==> config.mk <==
export PLATFORM = sky130hd
export DESIGN_NAME = blob_frame_parser_steering_unit
export DESIGN_NICKNAME = d
export VERILOG_FILES = /design/src/bfps_pkg.sv /design/src/bfps_front.sv /design/src/bfps_queue.sv /design/src/bfps_back.sv /design/src/blob_frame_parser_steering_unit.sv
export SDC_FILE = /design/constraint.sdc
export NUM_CORES = 1
export LEC_CHECK = 0
export BUFFER_PORTS_ARGS = -buffer_cell sky130_fd_sc_hd__buf_2
export CAP_MARGIN = 5
export CELL_PAD_IN_SITES_DETAIL_PLACEMENT = 0
export CELL_PAD_IN_SITES_GLOBAL_PLACEMENT = 1
export CORE_MARGIN = 5
export CORE_UTILIZATION = 53
export DETAILED_ROUTE_END_ITERATION = 10
export GPL_ROUTABILITY_DRIVEN = 0
export PLACE_DENSITY_LB_ADDON = 0.1
export SYNTH_ARGS = -nofsm -noshare
export SYNTH_HDL_FRONTEND = slang
export SYNTH_SLANG_ARGS = --single-unit
==> constraint.sdc <==
create_clock -name clk -period 16.9 [get_ports clk]
set_clock_uncertainty 0.2 [all_clocks]
set_input_delay 0 -clock clk [delete_from_list [all_inputs] [get_ports clk]]
set_output_delay 0 -clock clk [all_outputs]
set_load 0.03 [all_outputs]
==> src/bfps_pkg.sv <==
`timescale 1ns / 1ps
// ----------------------------------------------------------------------------
// bfps_pkg
// Types and constants shared by the blob frame parser and steering unit.
// ----------------------------------------------------------------------------
package bfps_pkg;

  localparam int MAX_FRAME_BYTES_DEF = 10;
  localparam int CNT_W               = 4;
  localparam int MIN_FRAME_BYTES     = 5;
  localparam int QUEUE_DEPTH         = 2;

  localparam logic [7:0] HDR_FIRST  = 8'h2C;
  localparam logic [7:0] HDR_SECOND = 8'h12;
  localparam logic [7:0] END_MARK   = 8'h5B;

  localparam logic [7:0]         CENTER_OFFSET_RST = 8'd40;
  localparam logic [15:0]        STEER_GAIN_RST    = 16'd2185;
  localparam logic signed [23:0] BASE_SPEED_RST    = -24'sd65536;

  typedef enum logic [1:0] {
    CFG_CENTER_OFFSET = 2'd0,
    CFG_STEER_GAIN    = 2'd1,
    CFG_BASE_SPEED    = 2'd2
  } cfg_idx_t;

  typedef struct packed {
    logic        [7:0]  center_offset;
    logic        [15:0] steer_gain_q16;
    logic signed [23:0] base_speed_q16;
  } cfg_t;

  typedef struct packed {
    logic signed [7:0] blob_x;
    logic signed [7:0] blob_y;
    logic signed [7:0] blob_w;
    logic signed [7:0] blob_h;
    logic              ended_by_marker;
  } frame_t;

  typedef struct packed {
    logic full;
    logic empty;
  } queue_stat_t;

endpackage

==> src/bfps_front.sv <==
`timescale 1ns / 1ps
// ----------------------------------------------------------------------------
// bfps_front
// Byte parser: hunts the two header bytes, collects the frame and hands the
// four blob bytes of each complete frame on as one entry.
// ----------------------------------------------------------------------------
module bfps_front #(
  parameter int MAX_FRAME_BYTES = bfps_pkg::MAX_FRAME_BYTES_DEF
) (
  input  logic             clk,
  input  logic             rst,
  input  logic             accept,
  input  logic [7:0]       rx_byte,
  output logic             emit,
  output bfps_pkg::frame_t frame
);

  typedef enum logic [3:0] {
    HUNT_FIRST  = 4'b0001,
    HUNT_SECOND = 4'b0010,
    COLLECT     = 4'b0100,
    SWALLOW     = 4'b1000
  } phase_t;

  phase_t                        phase, phase_next;
  logic [bfps_pkg::CNT_W-1:0]    count, count_next;
  logic [3:0][7:0]               history;
  logic                          push;
  logic                          marker;
  logic                          at_limit;
  logic                          too_short;
  logic [bfps_pkg::CNT_W:0]      count_inc;

  assign marker    = (rx_byte == bfps_pkg::END_MARK);
  assign count_inc = {1'b0, count} + (bfps_pkg::CNT_W+1)'(1);
  assign at_limit  = count_inc >= (bfps_pkg::CNT_W+1)'(MAX_FRAME_BYTES);
  assign too_short = count_inc < (bfps_pkg::CNT_W+1)'(bfps_pkg::MIN_FRAME_BYTES);

  always_comb begin
    phase_next = phase;
    count_next = count;
    push       = 1'b0;
    emit       = 1'b0;
    if (accept) begin
      unique case (phase)
        HUNT_FIRST: begin
          if (rx_byte == bfps_pkg::HDR_FIRST) begin
            push       = 1'b1;
            phase_next = HUNT_SECOND;
          end else begin
            count_next = '0;
          end
        end
        HUNT_SECOND: begin
          if (rx_byte == bfps_pkg::HDR_SECOND) begin
            push       = 1'b1;
            phase_next = COLLECT;
          end else begin
            phase_next = HUNT_FIRST;
            count_next = '0;
          end
        end
        COLLECT: begin
          if (!(marker || at_limit)) begin
            push = 1'b1;
          end else if (too_short) begin
            // drop a frame with fewer than four bytes before its end
            phase_next = HUNT_FIRST;
            count_next = '0;
          end else begin
            emit       = 1'b1;
            push       = 1'b1;
            phase_next = SWALLOW;
          end
        end
        SWALLOW: begin
          phase_next = HUNT_FIRST;
          count_next = '0;
        end
        default: begin
          phase_next = HUNT_FIRST;
          count_next = '0;
        end
      endcase
      if (push) begin
        count_next = count_inc[bfps_pkg::CNT_W-1:0];
      end
    end
  end

  always_ff @(posedge clk) begin
    if (rst) begin
      phase <= HUNT_FIRST;
      count <= '0;
    end else begin
      phase <= phase_next;
      count <= count_next;
    end
  end

  // history needs no clear: four pushes always precede any emitted frame
  always_ff @(posedge clk) begin
    if (push) begin
      history <= {rx_byte, history[3:1]};
    end
  end

  assign frame.blob_x          = history[0];
  assign frame.blob_y          = history[1];
  assign frame.blob_w          = history[2];
  assign frame.blob_h          = history[3];
  assign frame.ended_by_marker = marker;

endmodule

==> src/bfps_queue.sv <==
`timescale 1ns / 1ps
// ----------------------------------------------------------------------------
// bfps_queue
// Short queue of parsed frames between the parser and the steering math.
// ----------------------------------------------------------------------------
module bfps_queue (
  input  logic                  clk,
  input  logic                  rst,
  input  logic                  push,
  input  bfps_pkg::frame_t      push_data,
  input  logic                  pop,
  output bfps_pkg::frame_t      pop_data,
  output bfps_pkg::queue_stat_t stat
);

  localparam int PTR_W  = (bfps_pkg::QUEUE_DEPTH > 1) ? $clog2(bfps_pkg::QUEUE_DEPTH) : 1;
  localparam int FILL_W = $clog2(bfps_pkg::QUEUE_DEPTH + 1);

  bfps_pkg::frame_t   entries [bfps_pkg::QUEUE_DEPTH];
  logic [PTR_W-1:0]   wr_ptr, rd_ptr;
  logic [FILL_W-1:0]  fill;
  logic               do_push, do_pop;

  assign stat.full  = (fill == FILL_W'(bfps_pkg::QUEUE_DEPTH));
  assign stat.empty = (fill == '0);
  assign do_push    = push && !stat.full;
  assign do_pop     = pop && !stat.empty;
  assign pop_data   = entries[rd_ptr];

  always_ff @(posedge clk) begin
    if (rst) begin
      wr_ptr <= '0;
      rd_ptr <= '0;
      fill   <= '0;
    end else begin
      if (do_push) begin
        wr_ptr <= (wr_ptr == PTR_W'(bfps_pkg::QUEUE_DEPTH - 1)) ? '0 : wr_ptr + PTR_W'(1);
      end
      if (do_pop) begin
        rd_ptr <= (rd_ptr == PTR_W'(bfps_pkg::QUEUE_DEPTH - 1)) ? '0 : rd_ptr + PTR_W'(1);
      end
      unique case ({do_push, do_pop})
        2'b10:   fill <= fill + FILL_W'(1);
        2'b01:   fill <= fill - FILL_W'(1);
        default: fill <= fill;
      endcase
    end
  end

  always_ff @(posedge clk) begin
    if (do_push) begin
      entries[wr_ptr] <= push_data;
    end
  end

endmodule

==> src/bfps_back.sv <==
`timescale 1ns / 1ps
// ----------------------------------------------------------------------------
// bfps_back
// Steering math: centred sum and gain multiply in one stage, wheel speeds
// into the output register in the next.
// ----------------------------------------------------------------------------
module bfps_back (
  input  logic                     clk,
  input  logic                     rst,
  input  bfps_pkg::cfg_t           cfg,
  input  bfps_pkg::queue_stat_t    q_stat,
  input  bfps_pkg::frame_t         q_data,
  output logic                     q_pop,
  output logic                     out_valid,
  input  logic                     out_ready,
  output logic signed [7:0]        blob_x,
  output logic signed [7:0]        blob_y,
  output logic signed [7:0]        blob_w,
  output logic signed [7:0]        blob_h,
  output logic signed [8:0]        steer_sum,
  output logic signed [24:0]       turn_q16,
  output logic signed [25:0]       left_speed_q16,
  output logic signed [25:0]       right_speed_q16,
  output logic                     ended_by_marker
);

  logic                    a_valid, a_ready;
  bfps_pkg::frame_t        a_frame;
  logic signed [8:0]       a_sum;
  logic signed [24:0]      a_turn;

  logic signed [7:0]       cx, cy;
  logic signed [8:0]       sum;
  logic signed [25:0]      product;
  logic signed [25:0]      base_ext, turn_ext;

  assign a_ready = !out_valid || out_ready;
  assign q_pop   = !q_stat.empty && (!a_valid || a_ready);

  // centre x and fold y, both with 8-bit wrap
  assign cx      = q_data.blob_x - $signed(cfg.center_offset);
  assign cy      = (q_data.blob_w != '0) ? -q_data.blob_y : q_data.blob_y;
  assign sum     = 9'(cx) + 9'(cy);
  assign product = 26'(sum) * 26'($signed({1'b0, cfg.steer_gain_q16}));

  assign base_ext = 26'(cfg.base_speed_q16);
  assign turn_ext = 26'(a_turn);

  always_ff @(posedge clk) begin
    if (rst) begin
      a_valid   <= 1'b0;
      out_valid <= 1'b0;
    end else begin
      if (q_pop) begin
        a_valid <= 1'b1;
      end else if (a_ready) begin
        a_valid <= 1'b0;
      end
      if (a_valid && a_ready) begin
        out_valid <= 1'b1;
      end else if (out_ready) begin
        out_valid <= 1'b0;
      end
    end
  end

  always_ff @(posedge clk) begin
    if (q_pop) begin
      a_frame <= q_data;
      a_sum   <= sum;
      a_turn  <= product[24:0];
    end
    if (a_valid && a_ready) begin
      blob_x          <= a_frame.blob_x;
      blob_y          <= a_frame.blob_y;
      blob_w          <= a_frame.blob_w;
      blob_h          <= a_frame.blob_h;
      ended_by_marker <= a_frame.ended_by_marker;
      steer_sum       <= a_sum;
      turn_q16        <= a_turn;
      left_speed_q16  <= base_ext + turn_ext;
      right_speed_q16 <= base_ext - turn_ext;
    end
  end

endmodule

==> src/blob_frame_parser_steering_unit.sv <==
`timescale 1ns / 1ps
// ----------------------------------------------------------------------------
// blob_frame_parser_steering_unit
// Parses header-framed blob records from a byte stream and derives a
// steering term and two wheel speeds for each complete frame.
// ----------------------------------------------------------------------------
//  channel  direction  handshake             payload
//  in       sink       in_valid / in_ready   rx_byte
//  out      source     out_valid / out_ready blob_x..h, steer_sum, turn_q16,
//                                            left/right_speed_q16,
//                                            ended_by_marker
//  cfg      sink       cfg_valid / cfg_ready cfg_index, cfg_data
//
//  One byte is taken every cycle while in_ready is high; the parser decides
//  each byte in the cycle it arrives. A frame's result passes the queue
//  write on its last byte's edge, then the multiply stage and output register.
//  A two-entry queue absorbs output stalls; in_ready drops only when full.
//  Reset is synchronous and leaves the parser hunting for the first header.
//  cfg_ready is always high.
// ----------------------------------------------------------------------------
module blob_frame_parser_steering_unit #(
  parameter int MAX_FRAME_BYTES = bfps_pkg::MAX_FRAME_BYTES_DEF
) (
  input  logic               clk,
  input  logic               rst,
  input  logic               in_valid,
  output logic               in_ready,
  input  logic [7:0]         rx_byte,
  output logic               out_valid,
  input  logic               out_ready,
  output logic signed [7:0]  blob_x,
  output logic signed [7:0]  blob_y,
  output logic signed [7:0]  blob_w,
  output logic signed [7:0]  blob_h,
  output logic signed [8:0]  steer_sum,
  output logic signed [24:0] turn_q16,
  output logic signed [25:0] left_speed_q16,
  output logic signed [25:0] right_speed_q16,
  output logic               ended_by_marker,
  input  logic               cfg_valid,
  output logic               cfg_ready,
  input  logic [1:0]         cfg_index,
  input  logic [23:0]        cfg_data
);

  bfps_pkg::cfg_t        cfg;
  bfps_pkg::queue_stat_t q_stat;
  bfps_pkg::frame_t      front_frame, q_data;
  logic                  front_emit;
  logic                  q_pop;
  logic                  in_accept;

  assign cfg_ready = 1'b1;
  assign in_ready  = !q_stat.full;
  assign in_accept = in_valid && in_ready;

  always_ff @(posedge clk) begin
    if (rst) begin
      cfg.center_offset  <= bfps_pkg::CENTER_OFFSET_RST;
      cfg.steer_gain_q16 <= bfps_pkg::STEER_GAIN_RST;
      cfg.base_speed_q16 <= bfps_pkg::BASE_SPEED_RST;
    end else if (cfg_valid && cfg_ready) begin
      if (cfg_index == bfps_pkg::CFG_CENTER_OFFSET) begin
        cfg.center_offset <= cfg_data[7:0];
      end
      if (cfg_index == bfps_pkg::CFG_STEER_GAIN) begin
        cfg.steer_gain_q16 <= cfg_data[15:0];
      end
      if (cfg_index == bfps_pkg::CFG_BASE_SPEED) begin
        cfg.base_speed_q16 <= cfg_data;
      end
    end
  end

  bfps_front #(
    .MAX_FRAME_BYTES(MAX_FRAME_BYTES)
  ) u_front (
    .clk     (clk),
    .rst     (rst),
    .accept  (in_accept),
    .rx_byte (rx_byte),
    .emit    (front_emit),
    .frame   (front_frame)
  );

  bfps_queue u_queue (
    .clk       (clk),
    .rst       (rst),
    .push      (front_emit),
    .push_data (front_frame),
    .pop       (q_pop),
    .pop_data  (q_data),
    .stat      (q_stat)
  );

  bfps_back u_back (
    .clk             (clk),
    .rst             (rst),
    .cfg             (cfg),
    .q_stat          (q_stat),
    .q_data          (q_data),
    .q_pop           (q_pop),
    .out_valid       (out_valid),
    .out_ready       (out_ready),
    .blob_x          (blob_x),
    .blob_y          (blob_y),
    .blob_w          (blob_w),
    .blob_h          (blob_h),
    .steer_sum       (steer_sum),
    .turn_q16        (turn_q16),
    .left_speed_q16  (left_speed_q16),
    .right_speed_q16 (right_speed_q16),
    .ended_by_marker (ended_by_marker)
  );

  logic signed [26:0] speed_sum, speed_diff, base_twice, turn_twice;

  assign speed_sum  = 27'(left_speed_q16) + 27'(right_speed_q16);
  assign speed_diff = 27'(left_speed_q16) - 27'(right_speed_q16);
  assign base_twice = {27'(cfg.base_speed_q16)} <<< 1;
  assign turn_twice = {27'(turn_q16)} <<< 1;

  a_no_overflow: assert property (@(posedge clk) disable iff (rst)
    front_emit |-> !q_stat.full)
    else $error("frame emitted into a full queue");

  a_speed_mean: assert property (@(posedge clk) disable iff (rst)
    out_valid |-> (speed_sum == base_twice))
    else $error("wheel speeds do not center on base speed");

  a_speed_split: assert property (@(posedge clk) disable iff (rst)
    out_valid |-> (speed_diff == turn_twice))
    else $error("wheel speed difference does not match turn term");

endmodule

### Word-level counts from Yosys, hierarchy flattened

Memories as Yosys holds them, arrays and structs flattened. A register that Yosys moved wholly into a read port is not among the register bits.
Cells that the tools add are included.

* memory bits (read-only): 0
* word-level logic and storage cells: 117
* input port bits: 39
* register bits: 280
* bits in writable memories: 66
* output and inout bits: 122
* latch bits: 0
* memories: 1

Memories
* u_queue.entries: depth 2, width 33, rd ports 1, clocked after Yosys merged registers in 1, write ports 1, line bfps_queue.sv:19 `bfps_pkg::frame_t entries [bfps_pkg::QUEUE_DEPTH];`

* eq/ne operators: 17
* shift-type cells: 0
* $add $sub $neg: 10
* bitwise gates (word level): 0
* divide/modulo/power cells: 0
* multiply operators: 1
* reduce and logical (&&, ||, !) cells: 23
* mux-type cells: 33
* $lt $le $gt $ge: 2

Operators with widths (number)
* 4-bit two-way mux: 8
* 24-bit by 25-bit adder with 26-bit output: 1
* 24-bit by 25-bit subtractor with 26-bit output: 1
* 9-bit by 17-bit multiplier with 25-bit output: 1
* 4-bit case mux with 3 select lines: 2
* 1-bit two-way mux: 19
* 8-bit by 8-bit adder with 9-bit output: 1
* 8-bit by 5-bit == test with 1-bit output (second input constant): 1
* 8-bit by 6-bit == test with 1-bit output (second input constant): 1
* 8-bit by 7-bit == test with 1-bit output (second input constant): 1
* 8-bit two-way mux: 1
* 8-bit negator: 1
* 8-bit nonzero test: 1
* 8-bit subtractor: 1
* 2-bit == test (second input constant): 3
* 3-bit by 1-bit inequality test with 1-bit output (second input constant): 2
* 3-bit inequality test (second input constant): 2
* 2-bit AND reduction: 3
* 2-bit nonzero test: 3
* 4-bit by 1-bit adder with 5-bit output (second input constant): 1
* 5-bit by 4-bit greater-or-equal comparator with 1-bit output (second input constant): 1
* 1-bit logical AND: 5
* 5-bit by 3-bit less-than comparator with 1-bit output (second input constant): 1
* 5-bit AND reduction: 1
* 15 further kinds: 24

### Depth between registers and ports, before layout

Gate-level depths: netlist (run 1).

* depth after elaboration: 9
* depth in mapped cells: 36
* depth with buffers taken out: 32

### Modules after synthesis

Synthesis (run 1) repeated with hierarchy kept, for this count alone.

* cells, all modules: 1655
* area total of the unflattened synthesis: 20024.2 um2

Modules (own cells, without submodules)
* bfps_back: sequential area each 5595.4 um2, cells each 1215, area an instance 13761.9 um2, times used 1
* bfps_queue: sequential area each 2082.0 um2, cells each 129, area an instance 2596.2 um2, times used 1
* blob_frame_parser_steering_unit: sequential area each 960.9 um2, cells each 196, area an instance 2016.9 um2, times used 1
* bfps_front: sequential area each 1121.1 um2, cells each 115, area an instance 1649.1 um2, times used 1

### Worst setup path before layout (run 1)

OpenSTA, ideal clock, no wires.

* path type: flip-flop to flip-flop
* from: register with a tool-made name
* to: register u_back.a_turn[23] (data pin)
* clock period less this slack: 8.954 ns
* path buffers: 4
* data arrival time: 8.496 ns
* stages on the path, launching flop included: 36
* data required time: 16.442 ns
* setup slack: 7.946 ns
* library setup time: 0.258 ns
* cell sequence: dfxtp_1 clkbuf_1 clkbuf_1 buf_1 mux2i_1 ha_1 inv_1 fa_1 a21o_1 a21oi_1 o21bai_1 a21oi_1 xnor2_1 ha_1 nand2_1 o21ai_0 xor2_1 clkbuf_1 nand2_1 fa_1 fa_1 inv_1 fa_1 fa_1 inv_1 fa_1 inv_1 ha_1 and3_1 a221oi_2 nor3_1 a211oi_2 a21oi_1 o2111ai_1 a31o_1 xnor2_1

RTL lines
* to (signal assigned): line bfps_back.sv:71 `a_turn <= product[24:0];`
* to (decl): line bfps_back.sv:30 `logic signed [24:0] a_turn;`

==> metrics.md, run 1 <==
| Metric | Value |
|---|---|
| Final Hold Fails | 0 |
| Seq/Total Area, Yosys | 0.506 |
| Worst path max stage delay | 0.58 ns |
| Vias | 12300 |
| RSZ-0062 raised after global routing | false |
| Setup bufs post-CTS | 0 |
| Clock sinks | 346 |
| CTS tree | built |
| Clock buffer count from CTS | 37 |
| Tcrit/Tclk final | 0.555 |
| Clock transition at path regs | 0.06 ns |
| First drt pass iteration count | 7 |
| Global Route Usage Sum | 0.201 |
| Layout cell share with drive strength beyond 1 | 0.151 |
| Die height | 201 um |
| Slowest CP cell | or4_1 |
| YS warnings | 0 |
| Total routed wirelength | 39800 um |
| Hold Path Class | input port to flip-flop |
| Final nets | 2114 |
| Area taken by multi-input logic gates | 8630 um^2 |
| Row cnt | 70 |
| Pin count of the biggest net entering global routing | 76 |
| Status | finished, final reports clean |
| Crit path DAT | 9.49 ns |
| CORE AREA | 36300 um^2 |
| Max Cap Viol | 0 |
| Ys async rst share | 0 |
| Final ANT Viol Nets | 0 |
| Synth Area per Inst | 11.9 um^2 |
| DR vias/cell | 5.27 |
| Non-Filler Instances | 2334 |
| Most used DFF post-synth | edfxtp_1 |
| DR DRC count | 0 |
| Die area | 40300 um^2 |
| FF+latch count, synth | 346 |
| Max Freq | 107 MHz |
| Total grt overflow | 0 |
| Synth unique cells | 76 |
| EDFF count, synth | 283 |
| Startpoint types | flip-flop |
| Setup-failing EPs final | 0 |
| First-pass GRT wire length | 66000 um |
| Hold_buf cts | 75 |
| Commonest cells after routing, fill and taps aside | edfxtp_1 (283), inv_1 (166), nand2_1 (163) |
| Port Buf Inserts | 159 |
| Setup ws final | 7.52 ns |
| Buffer depth of the longest clock path | 3 |
| Register area | 9760 um^2 |
| Final Max Slew Viols | 0 |
| Pre-CTS setup slack | 7.48 ns |
| # H-tree levels | 2 |
| First DRT Iteration DRCs | 583 |
| Worst slew margin | 0.293 |
| Routed len/inst | 17.0 um |
| Most common cell after layout, fill and taps aside | edfxtp_1 |
| Syn Nets | 1892 |
| Mapped Area | 19300 um^2 |
| Initial core utilization | 0.532 |
| CP max FO | 35 |
| Clk_lat worst skew | 0.57 ns |
| Minimum clock period | 9.38 ns |
| Die width | 201 um |
| Fillers | 2948 |
| DP Wirelength | 28600 um |
| Post-cts resize count | 0 |
| Sum Neg Setup Slack | 0 ns |
| Crit path top cell by count | fa_1 |
| Synthesized instance count | 1616 |
| Boundary pin count | 161 |
| Worst Path Required | 17.01 ns |
| Setup Crit Path Kind | flip-flop to flip-flop |
| Area Overhead vs Synth | 16.2% |
| Fin area | 22400 um^2 |
| Worst setup EP type | flip-flop |
| Antenna Cells | 0 |
| Worst Tran Pin Value | 1.06 ns |
| Cell Count Post-Placement | 2192 |
| Initial antenna violation count | 0 |
| Dpl cell area | 20500 um^2 |
| Vias in the first global route | 12800 |
| CTS root buf | clkbuf_16 |
[kinds of logic after synthesis]
family | share of synthesized area
compound gates | 0.0846
xor+xnor | 0.0397
fa+ha+maj | 0.194
buf+inv | 0.0488
flops | 0.506
mux | 0.0215
other cells | 0.000194
simple gates | 0.106
[worst paths after layout]
path	startpoint	depth (start not counted)	slack, ns	end
max	flip-flop	31	7.52	u_back.a_turn[23]$_DFFE_PP_
max reg2reg	flip-flop	31	7.52	u_back.a_turn[23]$_DFFE_PP_
min	cfg_data[12]	4	0.06	base_twice[13]$_SDFFE_PP0P_
min reg2reg	u_back.a_frame[14]$_DFFE_PP_	0	0.22	u_back.blob_w[5]$_DFFE_PP_
[worst max-delay path, delay by kind of cell, from the launching register on]
| kind | cells | cell delay [ns] |
|---|---|---|
| xor+xnor | 1 | 0.06 |
| fa+ha+maj | 7 | 3.43 |
| compound gates | 11 | 2.29 |
| buf+inv | 5 | 0.80 |
| simple gates | 6 | 1.63 |
| mux | 1 | 0.41 |
| flops | 1 | 0.30 |
[metrics by stage]
| step | hold WS [ns] | utilization |
|---|---|---|
| 6_report | 0.0553 | 0.619 |
| 5_1_grt | 0.0486 | 0.619 |
| 4_1_cts | 0.0208 | 0.619 |
| 3_5_place_dp | 0.00515 | 0.566 |
| 3_3_place_gp | 0.00154 | 0.566 |
| 2_1_floorplan | -0.101 | - |
[area by class of cell]
cell class,count,area share
inverters,170,0.0284
multi-input cells,1034,0.385
clock buffers,43,0.0423
flip-flops and latches,346,0.435
repair buffers,249,0.0739
well taps,468,0.0261
clock inverters,24,0.00970
[state kept, by name (all words and copies together), names as in the netlist, named ones only]
register and count:
u_back.blob_x 8, u_back.a_turn 25, u_back.blob_y 8, u_back.a_valid 1, u_back.a_frame 33, u_back.a_sum 9, u_back.blob_h 8, u_back.turn_q16 25
u_back.ended_by_marker 1, u_queue.wr_ptr 1, u_back.blob_w 8, u_back.steer_sum 9, u_queue.rd_ptr 1, base_twice 24, u_front.phase 4, u_queue.entries 66
u_front.frame 32, u_queue.fill 2, cfg 24, u_front.count 4, u_back.left_speed_q16 25, u_back.right_speed_q16 26, u_back.out_valid 1
[synthesized netlist by cell type, types with 3 or more instances]
| library cell | instances | area [um^2] |
|---|---|---|
| edfxtp_1 | 283 | 8500 |
| inv_1 | 166 | 623 |
| nand2_1 | 163 | 612 |
| ha_1 | 134 | 1680 |
| a21oi_1 | 109 | 546 |
| fa_1 | 103 | 2060 |
| nor2_1 | 91 | 342 |
| and2_1 | 74 | 463 |
| dfxtp_1 | 63 | 1260 |
| xnor2_1 | 63 | 552 |
| clkbuf_1 | 43 | 161 |
| o21ai_0 | 31 | 155 |
| mux2_2 | 27 | 304 |
| a21o_1 | 23 | 173 |
| xor2_1 | 22 | 193 |
| nand3b_1 | 15 | 113 |
| nor2b_1 | 14 | 87.6 |
| nor3_1 | 14 | 70.1 |
| mux2i_1 | 11 | 110 |
| o21bai_1 | 11 | 82.6 |
| buf_2 | 9 | 45.0 |
| nand3_1 | 9 | 45.0 |
| o21a_1 | 9 | 67.6 |
| buf_4 | 8 | 60.1 |
| o31ai_1 | 8 | 60.1 |
| o21ai_1 | 6 | 30.0 |
| a31oi_1 | 5 | 31.3 |
| nor4_1 | 5 | 31.3 |
| o211ai_1 | 5 | 37.5 |
| or2_2 | 5 | 31.3 |
| or3_1 | 5 | 31.3 |
| a211o_1 | 4 | 35.0 |
| and4_1 | 4 | 35.0 |
| buf_1 | 4 | 15.0 |
| inv_2 | 4 | 15.0 |
| nand2b_1 | 4 | 25.0 |
| nand4_1 | 4 | 25.0 |
| a211oi_2 | 3 | 37.5 |
| a21boi_0 | 3 | 22.5 |
| a221oi_2 | 3 | 45.0 |
| a22oi_1 | 3 | 22.5 |
| nor3b_1 | 3 | 22.5 |
[per-layer routing]
metal / up-vias / track usage / part of all wire
li1: 5974 / - / -
met1: 6000 / 0.268 / 0.45
met2: 252 / 0.338 / 0.48
met3: 70 / 0.0436 / 0.046
met4: 0 / 0.0514 / 0.024
met5: - / 0 / 0
Power of run 1 is left out: the tool's default activity adds up to more than one toggle a clock period on the data nets, which glitch-free logic cannot reach.
==> run 2: changes to the inputs <==
ABC_AREA = 1   (was not set)
CORE_UTILIZATION = 48   (was 53)
clock period = 8.7 ns   (was 16.9 ns; I/O delays follow)
==> run 2 against run 1 <==
Via count is 21% higher. Global-route usage is 2.9 points higher. Area after synthesis is 5.0% higher. Routed wire length is 33% higher. Synthesized cell count is 26% higher. Hold slack worse by 0.023 ns. Critical path type unchanged.
==> metrics.md, run 2 <==
| Metric | Value |
|---|---|
| Status | finished, final reports clean |
| Most common cell in the netlist | nand2_1 |
| CP max FO | 24 |
| Final Hold Fails | 0 |
| CP top delay family | adder cells |
| Setup bufs post-CTS | 0 |
| Final ANT Viol Nets | 0 |
| Mapped Area | 20300 um^2 |
| Clk_lat worst skew | 0.57 ns |
| Global Route Usage Sum | 0.230 |
| # H-tree levels | 2 |
| Hold Path Depth | 2 |
| Worst slew margin | 0.335 |
| Synth top area cells | edfxtp_1 (42%), fa_1 (10%), ha_1 (8.3%) |
| Max Freq | 127 MHz |
| Die height | 216 um |
| Boundary pin count | 161 |
| Sum Neg Setup Slack | 0 ns |
| FF+latch count, synth | 346 |
| DR vias/cell | 5.21 |
| DR DRC count | 0 |
| Hold Path Class | input port to flip-flop |
| Worst path max stage delay | 0.71 ns |
| Layout cell share with drive strength beyond 1 | 0.128 |
| Commonest cells after routing, fill and taps aside | nand2_1 (400), inv_1 (307), edfxtp_1 (283) |
| Ys async rst share | 0 |
| Met2 Usage GRT | 0.382 |
| Row cnt | 75 |
| Crit path DAT | 8.00 ns |
| Most common cell after layout, fill and taps aside | nand2_1 |
| First DRT Iteration DRCs | 1158 |
| EDFF count, synth | 283 |
| Startpoint types | flip-flop |
| Worst Tran Pin Value | 0.996 ns |
| RSZ-0062 raised after global routing | false |
| First drt pass iteration count | 5 |
| Clock sinks | 346 |
| Setup Crit Path Kind | flip-flop to flip-flop |
| Slowest CP cell | dfxtp_2 |
| Post-synth top area cell | edfxtp_1 |
| Most used DFF post-synth | edfxtp_1 |
| Crit path top cell by count | inv_1 |
| Port Buf Inserts | 159 |
| Synth unique cells | 45 |
| R2R cell count | 36 |
| Combined buffer and inverter count along the critical path | 9 |
| CTS root buf | clkbuf_16 |
| Clock buffer count from CTS | 39 |
| Syn Nets | 2313 |
| Max reg flops | 66 |
| CORE AREA | 41900 um^2 |
| Synth top area share | 0.419 |
| Clock transition at path regs | 0.06 ns |
| Crit path depth | 36 |
| Final hold slack | 0.0321 ns |
| Area Overhead vs Synth | 17.0% |
| Tcrit/Tclk final | 0.906 |
| GR Layer Usage met1 | 0.316 |
| Fillers | 3689 |
| Buffer depth of the longest clock path | 3 |
| Area taken by multi-input logic gates | 9070 um^2 |
| Final nets | 2559 |
| Post-cts resize count | 0 |
| Initial antenna violation count | 2 |
| Register area | 9760 um^2 |
| Setup ws final | 0.819 ns |
| Pin count of the biggest net entering global routing | 71 |
| Seq/Total Area, Yosys | 0.481 |
| Die width | 216 um |
| Pre-CTS setup slack | 0.809 ns |
| Vias | 14900 |
| Vias in the first global route | 15300 |
| Minimum clock period | 7.88 ns |
| Synthesized instance count | 2037 |
| Total grt overflow | 0 |
| CTS tree | built |
| Final Max Slew Viols | 0 |
| Worst setup EP type | flip-flop |
| Dpl cell area | 21600 um^2 |
| Total routed wirelength | 52700 um |
| Largest Register | u_queue.entries |
| Max Cap Viol | 0 |
| YS warnings | 0 |
| Layer with the highest usage | met2 |
| Met3 usage | 0.0397 |
| Synth Area per Inst | 9.95 um^2 |
| Fin area | 23700 um^2 |
| Setup-failing EPs final | 0 |
| First-pass GRT wire length | 84100 um |
| Worst Path Required | 8.82 ns |
| Initial core utilization | 0.484 |
| DP Wirelength | 40500 um |
| Post-synth top cells | nand2_1 (400), inv_1 (308), edfxtp_1 (283) |
| Antenna Cells | 0 |
| Die area | 46400 um^2 |
| Routed len/inst | 18.5 um |
-- run 2: cell types whose count changed after synthesis, sizes merged, moves of 14 or more --
cell	before	now
o21ai	38	92
nand4	4	24
a21oi	109	139
inv	170	319
and2	74	0
nand3	9	82
clkbuf	43	16
a21o	23	5
xnor2	63	13
nand2	163	403
xor2	22	51
nor2b	14	0
nor2	92	193
-- run 2: logic make-up after synthesis --
group                    Yosys count  share of synthesized area
AND/OR/NAND/NOR                  737                      0.151
AO/OA/AOI/OAI                    267                     0.0727
XOR/XNOR                          64                     0.0288
buffers and inverters            368                     0.0717
multiplexers                      17                    0.00938
adder cells (fa/ha/maj)          237                      0.184
other                              1                   0.000185
flip-flops                       346                      0.481
-- run 2: layout make-up --
| cell class | instances | share of cell area |
|---|---|---|
| timing repair buffer | 253 | 0.0715 |
| tap | 539 | 0.0284 |
| multi-input combinational | 1323 | 0.382 |
| clock inverter | 24 | 0.0124 |
| sequential | 346 | 0.412 |
| inverter | 320 | 0.0507 |
| clock buffer | 47 | 0.0428 |
-- run 2: final timing paths --
path | endpoint | slack (ns) | start
worst max-delay path | u_back.a_turn[24]$_DFFE_PP_ | 0.82 | flip-flop
worst min register to register | u_back.blob_h[6]$_DFFE_PP_ | 0.22 | u_back.a_frame[7]$_DFFE_PP_
worst min-delay path | u_front.frame[4]$_DFFE_PP_ | 0.03 | rx_byte[3]
worst max register to register | u_back.a_turn[24]$_DFFE_PP_ | 0.82 | flip-flop
-- run 2: layer usage --
layer | wire length [um] | vias up
met3 | 3180 | 69
met5 | 13 | -
met4 | 1370 | 2
li1 | - | 7185
met1 | 23500 | 7164
met2 | 24700 | 434
-- run 2: worst reg2reg max path: cells and delay by family, from the launching register on --
| family | cells | cell delay (ns) |
|---|---|---|
| buffers and inverters | 9 | 0.78 |
| and+or+nand+nor | 14 | 1.47 |
| xor gates and xnor gates | 1 | 0.15 |
| muxes | 1 | 0.43 |
| DFF | 1 | 0.71 |
| adders and majority gates | 8 | 3.46 |
| AOI/OAI and AO/OA | 3 | 0.46 |
-- run 2: timing repair --
action / in CTS / in global routing
hold endpoints to repair: 73 / 0
hold buffers: 78 / 0
setup endpoints to repair: 0 / 0
-- run 2: stage by stage --
stage          utilization  std cells
4_1_cts              0.567       2852
3_5_place_dp         0.517       2703
2_1_floorplan            -       2037
5_1_grt              0.567       2852
3_3_place_gp         0.517       2703
6_report             0.567       2852
Power of run 2 is left out for the same reason.
